[src/design/rcbp_pkg.sv]
`default_nettype none
// ---------------------------------------------------------------------------
// rcbp_pkg
// Shared byte codes, sizes and the classified word type of the byte parser.
// ---------------------------------------------------------------------------
package rcbp_pkg;

   localparam int FRAME_DEPTH_DEFAULT = 64;
   localparam int QUEUE_DEPTH         = 4;

   localparam logic [7:0] BYTE_TURN_ON   = 8'h4B;
   localparam logic [7:0] BYTE_TURN_OFF1 = 8'h49;
   localparam logic [7:0] BYTE_TURN_OFF2 = 8'h4A;
   localparam logic [7:0] BYTE_OPEN      = 8'h7B;
   localparam logic [7:0] BYTE_CLOSE     = 8'h7D;
   localparam logic [7:0] BYTE_REPORT    = 8'h50;
   localparam logic [7:0] BYTE_SAVE      = 8'h57;
   localparam logic [7:0] BYTE_HASH      = 8'h23;
   localparam logic [7:0] BYTE_RIGHT     = 8'h43;
   localparam logic [7:0] BYTE_LEFT      = 8'h47;
   localparam logic [7:0] BYTE_DIGIT0    = 8'h30;
   localparam logic [7:0] BYTE_SEL_LAST  = 8'h36;
   localparam logic [7:0] BYTE_DIR_FIRST = 8'h41;
   localparam logic [7:0] BYTE_DIR_LAST  = 8'h48;
   localparam logic [7:0] BYTE_DIR_FIVE  = 8'h45;
   localparam logic [7:0] BYTE_RAW_LAST  = 8'h08;

   typedef struct packed {
      logic              open_hit;
      logic              close_hit;
      logic              turn_set;
      logic              turn_clear;
      logic              left_hit;
      logic              right_hit;
      logic [3:0]        dir_plain;
      logic [3:0]        dir_turn;
      logic signed [8:0] digit;
      logic [7:0]        raw;
   } cls_type;

endpackage
`default_nettype wire

[src/design/rcbp_front.sv]
`default_nettype none
// ---------------------------------------------------------------------------
// rcbp_front
// Accepts received bytes and classifies each one into a decoded word.
// ---------------------------------------------------------------------------
module rcbp_front
   import rcbp_pkg::*;
(
   input  wire logic       req_valid,
   input  wire logic [7:0] req_rx_byte,
   output logic            req_stall,
   input  wire logic       queue_full,
   output logic            push,
   output cls_type         push_data
);

   logic [7:0] b;

   assign b         = req_rx_byte;
   assign req_stall = queue_full;
   assign push      = req_valid && !queue_full;

   always_comb begin
      push_data            = '0;
      push_data.raw        = b;
      push_data.open_hit   = (b == BYTE_OPEN);
      push_data.close_hit  = (b == BYTE_CLOSE);
      push_data.turn_set   = (b == BYTE_TURN_ON);
      push_data.turn_clear = (b == BYTE_TURN_OFF1) || (b == BYTE_TURN_OFF2);
      push_data.left_hit   = (b == BYTE_LEFT);
      push_data.right_hit  = (b == BYTE_RIGHT);
      push_data.digit      = $signed({1'b0, b}) - $signed({1'b0, BYTE_DIGIT0});
      if ((b >= BYTE_DIR_FIRST && b <= BYTE_DIR_LAST) || b <= BYTE_RAW_LAST) begin
         push_data.dir_plain = b[3:0];
      end else begin
         push_data.dir_plain = 4'd0;
      end
      if (b == BYTE_DIR_FIRST || b == BYTE_DIR_FIVE) begin
         push_data.dir_turn = b[3:0];
      end else begin
         push_data.dir_turn = 4'd0;
      end
   end

endmodule
`default_nettype wire

[src/design/rcbp_queue.sv]
`default_nettype none
// ---------------------------------------------------------------------------
// rcbp_queue
// Short first-in first-out queue of classified words between the two halves.
// ---------------------------------------------------------------------------
module rcbp_queue
   import rcbp_pkg::*;
(
   input  wire logic clock,
   input  wire logic reset,
   input  wire logic push,
   input  cls_type   push_data,
   input  wire logic pop,
   output logic      full,
   output logic      not_empty,
   output cls_type   head
);

   localparam int PW = $clog2(QUEUE_DEPTH);
   localparam int CW = $clog2(QUEUE_DEPTH + 1);

   cls_type         slot_ff [QUEUE_DEPTH];
   logic [PW-1:0]   wr_ptr_ff, wr_ptr_in;
   logic [PW-1:0]   rd_ptr_ff, rd_ptr_in;
   logic [CW-1:0]   count_ff, count_in;

   assign full      = (count_ff == CW'(QUEUE_DEPTH));
   assign not_empty = (count_ff != '0);
   assign head      = slot_ff[rd_ptr_ff];

   always_comb begin
      wr_ptr_in = push ? wr_ptr_ff + PW'(1) : wr_ptr_ff;
      rd_ptr_in = pop ? rd_ptr_ff + PW'(1) : rd_ptr_ff;
      count_in  = count_ff + CW'(push) - CW'(pop);
   end

   always_ff @(posedge clock) begin
      if (reset) begin
         wr_ptr_ff <= '0;
         rd_ptr_ff <= '0;
         count_ff  <= '0;
      end else begin
         wr_ptr_ff <= wr_ptr_in;
         rd_ptr_ff <= rd_ptr_in;
         count_ff  <= count_in;
      end
   end

   always_ff @(posedge clock) begin
      if (push) begin
         slot_ff[wr_ptr_ff] <= push_data;
      end
   end

endmodule
`default_nettype wire

[src/design/rcbp_back.sv]
`default_nettype none
// ---------------------------------------------------------------------------
// rcbp_back
// Carries out classified words: turn and direction state, frame collection,
// decimal accumulation and the registered result word.
// ---------------------------------------------------------------------------
module rcbp_back
   import rcbp_pkg::*;
#(
   parameter int FRAME_DEPTH = FRAME_DEPTH_DEFAULT
) (
   input  wire logic        clock,
   input  wire logic        reset,
   input  wire logic        csr_write_enable,
   input  wire logic        csr_write_data,
   input  wire logic        queue_not_empty,
   input  cls_type          head,
   output logic             pop,
   output logic             rsp_valid,
   input  wire logic        rsp_stall,
   output logic [3:0]       rsp_direction,
   output logic             rsp_turn_mode,
   output logic             rsp_turn_left,
   output logic             rsp_turn_right,
   output logic             rsp_param_write,
   output logic [2:0]       rsp_param_select,
   output logic signed [31:0] rsp_param_value,
   output logic             rsp_report_request,
   output logic             rsp_save_request
);

   localparam int CW = $clog2(FRAME_DEPTH + 1);
   localparam logic signed [35:0] ACC_MAX = 36'sh0_7FFF_FFFF;
   localparam logic signed [35:0] ACC_MIN = 36'shF_8000_0000;

   logic                pos_mode_ff;
   logic                turn_ff, turn_in;
   logic [3:0]          dir_ff, dir_in;
   logic                left_ff, left_in;
   logic                right_ff, right_in;
   logic                coll_ff, coll_in;
   logic [CW-1:0]       count_ff, count_in;
   logic [7:0]          sel_ff, sel_in;
   logic [7:0]          cmd_ff, cmd_in;
   logic signed [31:0]  acc_ff, acc_in;

   logic                out_valid_ff;
   logic [3:0]          out_dir_ff;
   logic                out_turn_ff, out_left_ff, out_right_ff;
   logic                out_pw_ff, out_pw_in;
   logic [2:0]          out_psel_ff, out_psel_in;
   logic signed [31:0]  out_pval_ff, out_pval_in;
   logic                out_rep_ff, out_rep_in;
   logic                out_sav_ff, out_sav_in;

   logic signed [35:0]  acc_ext, acc_prod, acc_sum;
   logic signed [31:0]  acc_sat;
   logic                coll_now;

   assign pop = queue_not_empty && (!out_valid_ff || !rsp_stall);

   always_comb begin
      acc_ext  = 36'(acc_ff);
      acc_prod = (acc_ext <<< 3) + (acc_ext <<< 1);
      acc_sum  = acc_prod + 36'(head.digit);
      priority if (acc_sum > ACC_MAX) begin
         acc_sat = ACC_MAX[31:0];
      end else if (acc_sum < ACC_MIN) begin
         acc_sat = ACC_MIN[31:0];
      end else begin
         acc_sat = acc_sum[31:0];
      end
   end

   always_comb begin
      turn_in     = turn_ff;
      dir_in      = dir_ff;
      left_in     = left_ff;
      right_in    = right_ff;
      coll_in     = coll_ff;
      count_in    = count_ff;
      sel_in      = sel_ff;
      cmd_in      = cmd_ff;
      acc_in      = acc_ff;
      out_pw_in   = 1'b0;
      out_psel_in = 3'd0;
      out_pval_in = '0;
      out_rep_in  = 1'b0;
      out_sav_in  = 1'b0;
      coll_now    = coll_ff || head.open_hit;

      priority if (head.turn_set) begin
         turn_in = 1'b1;
      end else if (head.turn_clear) begin
         turn_in = 1'b0;
      end else begin
         turn_in = turn_ff;
      end

      if (!pos_mode_ff) begin
         if (!turn_in) begin
            dir_in = head.dir_plain;
         end else begin
            dir_in   = head.dir_turn;
            left_in  = head.left_hit;
            right_in = head.right_hit;
         end
      end

      priority if (head.close_hit) begin
         priority if (cmd_ff == BYTE_REPORT) begin
            out_rep_in = 1'b1;
         end else if (cmd_ff == BYTE_SAVE) begin
            out_sav_in = 1'b1;
         end else if (sel_ff != BYTE_HASH && sel_ff >= BYTE_DIGIT0 &&
                      sel_ff <= BYTE_SEL_LAST) begin
            out_pw_in   = 1'b1;
            out_psel_in = sel_ff[2:0];
            out_pval_in = acc_ff;
         end else begin
            out_pw_in = 1'b0;
         end
         coll_in  = 1'b0;
         count_in = '0;
         sel_in   = '0;
         cmd_in   = '0;
         acc_in   = '0;
      end else if (coll_now) begin
         coll_in = 1'b1;
         if (count_ff < CW'(FRAME_DEPTH)) begin
            if (count_ff == CW'(1)) begin
               sel_in = head.raw;
            end
            if (count_ff == CW'(3)) begin
               cmd_in = head.raw;
            end
            if (count_ff >= CW'(3)) begin
               acc_in = acc_sat;
            end
            count_in = count_ff + CW'(1);
         end
      end else begin
         coll_in = coll_ff;
      end
   end

   always_ff @(posedge clock) begin
      if (reset) begin
         pos_mode_ff  <= 1'b0;
         turn_ff      <= 1'b0;
         dir_ff       <= '0;
         left_ff      <= 1'b0;
         right_ff     <= 1'b0;
         coll_ff      <= 1'b0;
         count_ff     <= '0;
         sel_ff       <= '0;
         cmd_ff       <= '0;
         acc_ff       <= '0;
         out_valid_ff <= 1'b0;
      end else begin
         if (csr_write_enable) begin
            pos_mode_ff <= csr_write_data;
         end
         if (pop) begin
            turn_ff  <= turn_in;
            dir_ff   <= dir_in;
            left_ff  <= left_in;
            right_ff <= right_in;
            coll_ff  <= coll_in;
            count_ff <= count_in;
            sel_ff   <= sel_in;
            cmd_ff   <= cmd_in;
            acc_ff   <= acc_in;
         end
         if (pop) begin
            out_valid_ff <= 1'b1;
         end else if (!rsp_stall) begin
            out_valid_ff <= 1'b0;
         end
      end
   end

   always_ff @(posedge clock) begin
      if (pop) begin
         out_dir_ff   <= dir_in;
         out_turn_ff  <= turn_in;
         out_left_ff  <= left_in;
         out_right_ff <= right_in;
         out_pw_ff    <= out_pw_in;
         out_psel_ff  <= out_psel_in;
         out_pval_ff  <= out_pval_in;
         out_rep_ff   <= out_rep_in;
         out_sav_ff   <= out_sav_in;
      end
   end

   assign rsp_valid          = out_valid_ff;
   assign rsp_direction      = out_dir_ff;
   assign rsp_turn_mode      = out_turn_ff;
   assign rsp_turn_left      = out_left_ff;
   assign rsp_turn_right     = out_right_ff;
   assign rsp_param_write    = out_pw_ff;
   assign rsp_param_select   = out_psel_ff;
   assign rsp_param_value    = out_pval_ff;
   assign rsp_report_request = out_rep_ff;
   assign rsp_save_request   = out_sav_ff;

endmodule
`default_nettype wire

[src/design/remote_command_byte_parser.sv]
`default_nettype none
// Flow: an accepted word is written into the queue and then popped by the back
// half, which registers its result word; a result stall holds it in the queue.
// Throughput: one word per cycle while the queue is not full and the result is
// not stalled; a four-word queue lets either side stall on its own.
// Reset: synchronous reset clears the parser state, the result valid flag, the
// queue pointers and the mode register at once; no clearing pass is needed.
// ---------------------------------------------------------------------------
// remote_command_byte_parser
// Remote-control byte parser: a classifying front half, a short queue and an
// executing back half that keeps turn, direction and frame state.
// ---------------------------------------------------------------------------
module remote_command_byte_parser
   import rcbp_pkg::*;
#(
   parameter int FRAME_DEPTH = FRAME_DEPTH_DEFAULT
) (
   input  wire logic          clock,
   input  wire logic          reset,
   input  wire logic          csr_write_enable,
   input  wire logic          csr_write_data,
   input  wire logic          req_valid,
   output logic               req_stall,
   input  wire logic [7:0]    req_rx_byte,
   output logic               rsp_valid,
   input  wire logic          rsp_stall,
   output logic [3:0]         rsp_direction,
   output logic               rsp_turn_mode,
   output logic               rsp_turn_left,
   output logic               rsp_turn_right,
   output logic               rsp_param_write,
   output logic [2:0]         rsp_param_select,
   output logic signed [31:0] rsp_param_value,
   output logic               rsp_report_request,
   output logic               rsp_save_request
);

   logic    queue_full;
   logic    queue_not_empty;
   logic    push;
   logic    pop;
   cls_type push_data;
   cls_type head;

   rcbp_front u_front (
      .req_valid  (req_valid),
      .req_rx_byte(req_rx_byte),
      .req_stall  (req_stall),
      .queue_full (queue_full),
      .push       (push),
      .push_data  (push_data)
   );

   rcbp_queue u_queue (
      .clock    (clock),
      .reset    (reset),
      .push     (push),
      .push_data(push_data),
      .pop      (pop),
      .full     (queue_full),
      .not_empty(queue_not_empty),
      .head     (head)
   );

   rcbp_back #(
      .FRAME_DEPTH(FRAME_DEPTH)
   ) u_back (
      .clock             (clock),
      .reset             (reset),
      .csr_write_enable  (csr_write_enable),
      .csr_write_data    (csr_write_data),
      .queue_not_empty   (queue_not_empty),
      .head              (head),
      .pop               (pop),
      .rsp_valid         (rsp_valid),
      .rsp_stall         (rsp_stall),
      .rsp_direction     (rsp_direction),
      .rsp_turn_mode     (rsp_turn_mode),
      .rsp_turn_left     (rsp_turn_left),
      .rsp_turn_right    (rsp_turn_right),
      .rsp_param_write   (rsp_param_write),
      .rsp_param_select  (rsp_param_select),
      .rsp_param_value   (rsp_param_value),
      .rsp_report_request(rsp_report_request),
      .rsp_save_request  (rsp_save_request)
   );

endmodule
`default_nettype wire
[config.mk]
export PLATFORM = sky130hd
export DESIGN_NAME = remote_command_byte_parser
export DESIGN_NICKNAME = d
export VERILOG_FILES = /design/src/design/rcbp_pkg.sv /design/src/design/rcbp_front.sv /design/src/design/rcbp_queue.sv /design/src/design/rcbp_back.sv /design/src/design/remote_command_byte_parser.sv
export SDC_FILE = /design/constraint.sdc
export NUM_CORES = 1
export LEC_CHECK = 0
export ABC_AREA = 1
export BUFFER_PORTS_ARGS = -buffer_cell sky130_fd_sc_hd__buf_2
export CAP_MARGIN = 0
export CORE_UTILIZATION = 55
export DETAILED_ROUTE_END_ITERATION = 6
export GPL_TIMING_DRIVEN = 0
export PLACE_DENSITY = 0.8
export SYNTH_ARGS = -nofsm -noshare
export SYNTH_HDL_FRONTEND = slang
export SYNTH_SLANG_ARGS = --single-unit
[constraint.sdc]
create_clock -name clock -period 7.55 [get_ports clock]
set_clock_uncertainty 0.15 [all_clocks]
set_input_delay 0.755 -clock clock [delete_from_list [all_inputs] [get_ports clock]]
set_output_delay 0.755 -clock clock [all_outputs]
set_load 0.02 [all_outputs]
==> summary.md, run 1 <==
| Metric | Value |
|---|---|
| Synthesized instance count | `1412` |
| Yosys Warn Count | `0` |
| Skew-Pair Late Insertion Delay | `540 ps` |
| Vias per Instance | `5.252` |
| Via count | `9479` |
| Area leader, netlist | `edfxtp_1` |
| Top cells by area, synth | `edfxtp_1 (37%), dfxtp_1 (12%), nand2_1 (11%)` |
| Area grow syn2layout | `12.51%` |
| 1st-iter DRT viols | `618` |
| Initial antenna violation count | `0` |
| Syn_area_per_cell | `8.783 um2` |
| Drt wl/cell | `15.11 um` |
| Pin count of the biggest net entering global routing | `54` |
| Clock transition at path regs | `60 ps` |
| Htree depth | `1` |
| First-pass GRT wire length | `44660 um` |
| Starting Density | `56.48%` |
| Period utilisation layout | `62.38%` |
| Crit path to | `u_back.acc_ff[22]` |
| Routed WL | `27270 um` |
| Status | `finished, violations left` |
| CP max stage delay | `480 ps` |
| CP required | `7860 ps` |
| Most used cell, CP | `nand2_1` |
| Commonest cells in the netlist | `nand2_1 (372), inv_1 (186), edfxtp_1 (153)` |
| Failing checks | `DRC` |
| # port buffers | `60` |
| Max Fclk | `212.3 MHz` |
| Worst-path fanout max | `10` |
| FILL cells | `1762` |
| Min-delay worst type | `reg -> reg` |
| DRC Markers | `6` |
| Yosys top cell area share | `37.05%` |
| Post-CTS setup buffer count | `0` |
| DIE AREA | `23150 um2` |
| Multi-input gate area | `5429 um2` |
| Total Nets Final | `1600` |
| Layout cells sized above 1 | `13.38%` |
| Worst reg2reg setup slack | `2840 ps` |
| Netlist cell types | `49` |
| Number of routed nets with antenna violations | `0` |
| Setup crit end kind | `flip-flop` |
| Worst-Margin Slew | `933.5 ps` |
| CP Data Arrival Time | `5020 ps` |
| Setup Viol. Count Final | `0` |
| Vias in the first global route | `9323` |
| Register Area | `6076 um2` |
| Synthesized cell area | `12400 um2` |
| GRT Total Usage | `23.91%` |
| Final Hold Fails | `0` |
| Relative slew slack | `37.77%` |
| Root buf cell | `clkbuf_16` |
| Die width | `152.2 um` |
| Number of synthesized flops with an enable pin | `153` |
| Flop and latch count out of synthesis | `227` |
| Most frequent cell after synthesis | `nand2_1` |
| CP Launch Type | `flip-flop` |
| Seq/Total Area, Yosys | `48.99%` |
| Final worst path period need | `4710 ps` |
| Placer congestion estimate | `0.9152` |
| RSZ-0062 raised after global routing | `false` |
| # diodes | `0` |
| CTS Buffer Depth | `3` |
| Total number of placement rows | `54` |
| Hold bufs inserted after CTS | `0` |
| Worst reg2reg path depth | `27` |
| Setup TNS | `0 ps` |
| Cts repair resizes | `0` |
| TritonCTS clock tree | `built` |
| Synth Flop Type | `edfxtp_1` |
| Async S/R FF share, synth | `0%` |
| Gr ovfl total | `0` |
| Max Cap Violations | `0` |
| Total core area | `21960 um2` |
| Crit path kind | `reg -> reg` |
| Fin. max-slew vios | `0` |
| Capturing point of the worst reg2reg path | `u_back.acc_ff[22]` |
| Die Span Y | `152.2 um` |
| Clock Sinks | `227` |
| Num ports | `61` |
| Worst path slowest cell | `fa_1` |
| DP HPWL | `19410 um` |
| DRT Pass-1 Iters | `7` |
| CTS buffer count | `24` |
-- layer usage --
layer | part of all wire, % | GRT usage, % | vias to the layer above
met5 | 0 | 0 | -
met4 | 3.9 | 10.59 | 0
met3 | 5.1 | 2.873 | 66
met2 | 50 | 43.05 | 296
met1 | 41 | 28.79 | 4351
li1 | - | - | 4766
-- layout by cell type, fill, tap and decap left out, types with 27 or more instances in the layout --
cell type,count
a21oi_1,74
a21oi_2,30
buf_2,66
dfxtp_1,74
edfxtp_1,153
fa_1,33
ha_1,46
inv_1,186
nand2_1,372
nand2_2,27
nand3_1,29
nor2_1,144
o21ai_0,75
-- critical path: cells and delay by family, from the launching register on --
family | cells | cell delay (ps)
adder cells (fa/ha/maj) | 2 | 830
buffers and inverters | 7 | 1440
AO/OA/AOI/OAI | 3 | 540
AND/OR/NAND/NOR | 15 | 1340
flip-flops | 1 | 320
-- cell type report --
cell class	instances	share of cell area, %
multi-input cells	956	38.91
well taps	280	2.511
plain buffers	41	1.569
inverters	195	5.273
clock buffers	27	4.457
repair buffers	62	2.547
flip-flops and latches	227	43.54
clock inverters	17	1.193
-- sequential cells by signal (all words and copies together) (netlist names), 2 cells and up, named ones only --
register	cells
u_back.rsp_direction	4
u_back.rsp_param_select	3
u_back.rsp_param_value	32
u_back.count_ff	7
u_queue.slot_ff	108
u_queue.count_ff	3
u_back.cmd_ff	8
u_back.acc_ff	32
u_queue.rd_ptr_ff	2
u_back.sel_ff	8
u_back.dir_ff	4
u_queue.wr_ptr_ff	2
-- how the worst min path moves through the flow --
| stage | to | from | depth (start not counted) | slack [ps] |
|---|---|---|---|---|
| finish | u_back.cmd_ff[4] | u_back.cmd_ff[4] | 2 | 310 |
| detailed placement | u_back.cmd_ff[4] | u_back.cmd_ff[4] | 2 | 300 |
| floorplan | u_back.cmd_ff[6] | u_back.cmd_ff[6] | 2 | 280 |
| global placement | u_back.cmd_ff[4] | u_back.cmd_ff[4] | 2 | 290 |
| global route | u_back.pos_mode_ff | csr_write_data | 3 | 320 |
| CTS | u_back.cmd_ff[4] | u_back.cmd_ff[4] | 2 | 310 |
-- logic make-up after synthesis --
| logic type | synth area share, % |
|---|---|
| other | 0.03024 |
| buffers and inverters | 7.688 |
| adders and majority gates | 9.968 |
| AOI/OAI and AO/OA | 10.71 |
| xor gates and xnor gates | 1.977 |
| DFF | 48.99 |
| and+or+nand+nor | 20.63 |
-- per-stage QoR --
step / hold slack (ps) / area (um2) / setup WS, ps / instances / utilization (%)
2_1_floorplan: 280.7 / 12430 / 3550 / 1419 / -
3_3_place_gp: 294.6 / 13080 / 2713 / 1759 / 59.56
3_5_place_dp: 298.3 / 13140 / 2548 / 1760 / 59.83
4_1_cts: 307.7 / 13930 / 2483 / 1804 / 63.42
5_1_grt: 325.0 / 13950 / 2420 / 1805 / 63.54
6_report: 307.4 / 13950 / 2840 / 1805 / 63.54
Power of run 1 is not shown: default switching activity piles up to over one toggle a cycle in this logic, so the estimate is an artifact.
==> run 2, diff against run 1 <==
==> constraint.sdc (replaced) <==
create_clock -name clock -period 4.4 [get_ports clock]
set_clock_uncertainty 0.15 [all_clocks]
set_input_delay 0.44 -clock clock [delete_from_list [all_inputs] [get_ports clock]]
set_output_delay 0.44 -clock clock [all_outputs]
set_load 0.02 [all_outputs]
==> run 2 against run 1 <==
The flow still finishes with violations (DRC). Critical path depth rose by 1. Non-clock buffer count is 7 higher. Count of clock-buffer cells in the layout unchanged. Hold slack lost 270 ps. Via count grew 0.41%. Cell count up 0.44%. Utilization rose by 0.88 points. Critical endpoint is now u_back.acc_ff[24].
==> summary.md, run 2 (same netlist as run 1, synthesis figures left out) <==
| Metric | Value |
|---|---|
| DIE AREA | `23150 um2 (unchanged)` |
| WHS Path Cells | `1 (-1)` |
| CP Data Arrival Time | `4390 ps (-630 ps)` |
| Status | `finished, violations left` |
| Clock Sinks | `227 (unchanged)` |
| Crit. path cell count | `28 (+3.7%)` |
| Crit path kind | `reg -> reg` |
| Failing checks | `DRC` |
| Number of routed nets with antenna violations | `0 (unchanged)` |
| # port buffers | `60 (unchanged)` |
| FILL cells | `1744 (-1.0%)` |
| Finished Layout Cells | `1813 (+0.44%)` |
| Routed WL | `27730 um (+1.7%)` |
| Max Cap Violations | `0 (unchanged)` |
| Num ports | `61 (unchanged)` |
| Total Nets Final | `1608 (+0.50%)` |
| Die Span Y | `152.2 um (unchanged)` |
| Die width | `152.2 um (unchanged)` |
| Family with the most delay on the worst path | `simple AND/OR/NAND/NOR gates` |
| 1st-iter DRT viols | `651 (+5.3%)` |
| CTS Buffer Depth | `3 (unchanged)` |
| Fin. max-slew vios | `0 (unchanged)` |
| Htree depth | `1 (unchanged)` |
| Total core area | `21960 um2 (unchanged)` |
| Most common cell after layout, fill and taps aside | `nand2_1` |
| Max Fclk | `241.3 MHz (+14%)` |
| Via count | `9518 (+0.41%)` |
| Initial antenna violation count | `0 (unchanged)` |
| GRT Total Usage | `24.15% (+0.24 points)` |
| Period utilisation layout | `94.20% (+32 points)` |
| Layout cells sized above 1 | `15.39% (+2.0 points)` |
| Drt wl/cell | `15.29 um (+1.2%)` |
| Final Hold Fails | `0 (unchanged)` |
| Final cell utilization of the core | `64.43% (+0.88 points)` |
| First-pass GRT wire length | `44950 um (+0.67%)` |
| Vias per Instance | `5.250 (about the same)` |
| # diodes | `0 (unchanged)` |
| Vias in the first global route | `9370 (+0.50%)` |
| TritonCTS clock tree | `built` |
| Most used cell, CP | `nand2_1` |
| Worst-path fanout max | `10 (unchanged)` |
| Clock transition at path regs | `60 ps (about the same)` |
| Skew-Pair Late Insertion Delay | `540 ps (about the same)` |
| Placer congestion estimate | `0.9152 (unchanged)` |
| Relative slew slack | `36.71% (-1.1 points)` |
| Gr ovfl total | `0 (unchanged)` |
| Final worst path period need | `4145 ps (-564.7 ps)` |
| Multi-input gate area | `5519 um2 (+1.7%)` |
| DRC Markers | `6 (unchanged)` |
| DP HPWL | `19410 um (unchanged)` |
| Max reg flops | `108 (unchanged)` |
| CP required | `4640 ps (-3220 ps)` |
| CP Launch Type | `flip-flop` |
| Setup TNS | `0 ps (unchanged)` |
| Starting Density | `56.48% (unchanged)` |
| Area grow syn2layout | `14.07%` |
| Worst reg2reg path depth | `28 (+3.7%)` |
| Commonest non-fill, non-tap cells in the layout | `nand2_1 (367), inv_1 (185), edfxtp_1 (153)` |
| Root buf cell | `clkbuf_16` |
| Design Area, Final | `14150 um2 (+1.4%)` |
| Register Area | `6077 um2 (about the same)` |
| DRT Pass-1 Iters | `7 (unchanged)` |
| Cell count after placement | `1760 (unchanged)` |
| Pin count of the biggest net entering global routing | `54 (unchanged)` |
| CTS buffer count | `24 (unchanged)` |
| Worst path slowest cell | `fa_1` |
| Post-DP Area | `13140 um2 (unchanged)` |
| Crit path buf inv count | `7 (unchanged)` |
| Setup Viol. Count Final | `0 (unchanged)` |
| Worst-Margin Slew | `949.3 ps (+15.84 ps)` |
| Total number of placement rows | `54 (unchanged)` |
| CP max stage delay | `520 ps (+40 ps)` |
| Setup crit end kind | `flip-flop` |
| Min-delay worst type | `in -> reg` |
| Biggest register | `u_queue.slot_ff` |
run 2: cell count changes in the layout (fill, tap and decap cells not counted), sizes merged:
cell         previous run  this run
clkbuf                 50        45
dlygate4sd3             0         1
buf                    80        91
inv                   194       193
clkinvlp                3         5
run 2: stage by stage:
stage          hold WS [ps]  worst slack, ps
2_1_floorplan         280.7            400.1
6_report              37.84            255.2
3_3_place_gp          294.6           -436.9
4_1_cts               16.88            4.821
5_1_grt               28.61           -1.350
3_5_place_dp          298.3           -601.6
run 2: worst paths after layout:
path / endpoint / start / slack (ps)
max: u_back.acc_ff[24] / flip-flop / 260
min: u_queue.slot_ff[0][5] / req_rx_byte[5] / 40
max reg2reg: u_back.acc_ff[24] / flip-flop / 260
min reg2reg: u_back.cmd_ff[4] / u_back.cmd_ff[4] / 310
run 2: timing repair:
item	in CTS	in global routing
endpoints found under the setup margin	32	31
endpoints found under the hold margin	1	0
cloned	1	0
pin swaps	0	1
hold buffers	1	0
setup buffers	4	4
resized for setup	7	50
run 2: area by class of cell:
cell class                      instances  share of cell area [%]
Sequential cell                       227                   42.96
Multi-Input combinational cell        956                   39.01
Inverter                              195                   5.227
Clock buffer                           27                   4.396
Timing Repair Buffer                   70                   2.901
Tap cell                              280                   2.476
Buffer                                 40                   1.804
Clock inverter                         17                   1.176
Timing Repair inverter                  1                 0.05306
run 2: layer usage:
| layer | GRT usage (%) | share of wire (%) | wire length, um | up-vias |
|---|---|---|---|---|
| met4 | 11.08 | 3.9 | 1092 | 0 |
| met5 | 0 | 0 | 0 | - |
| li1 | - | - | - | 4779 |
| met3 | 2.816 | 4.6 | 1264 | 70 |
| met2 | 43.47 | 50 | 13980 | 270 |
| met1 | 29.00 | 41 | 11390 | 4399 |
Power of run 2 is left out for the same reason.
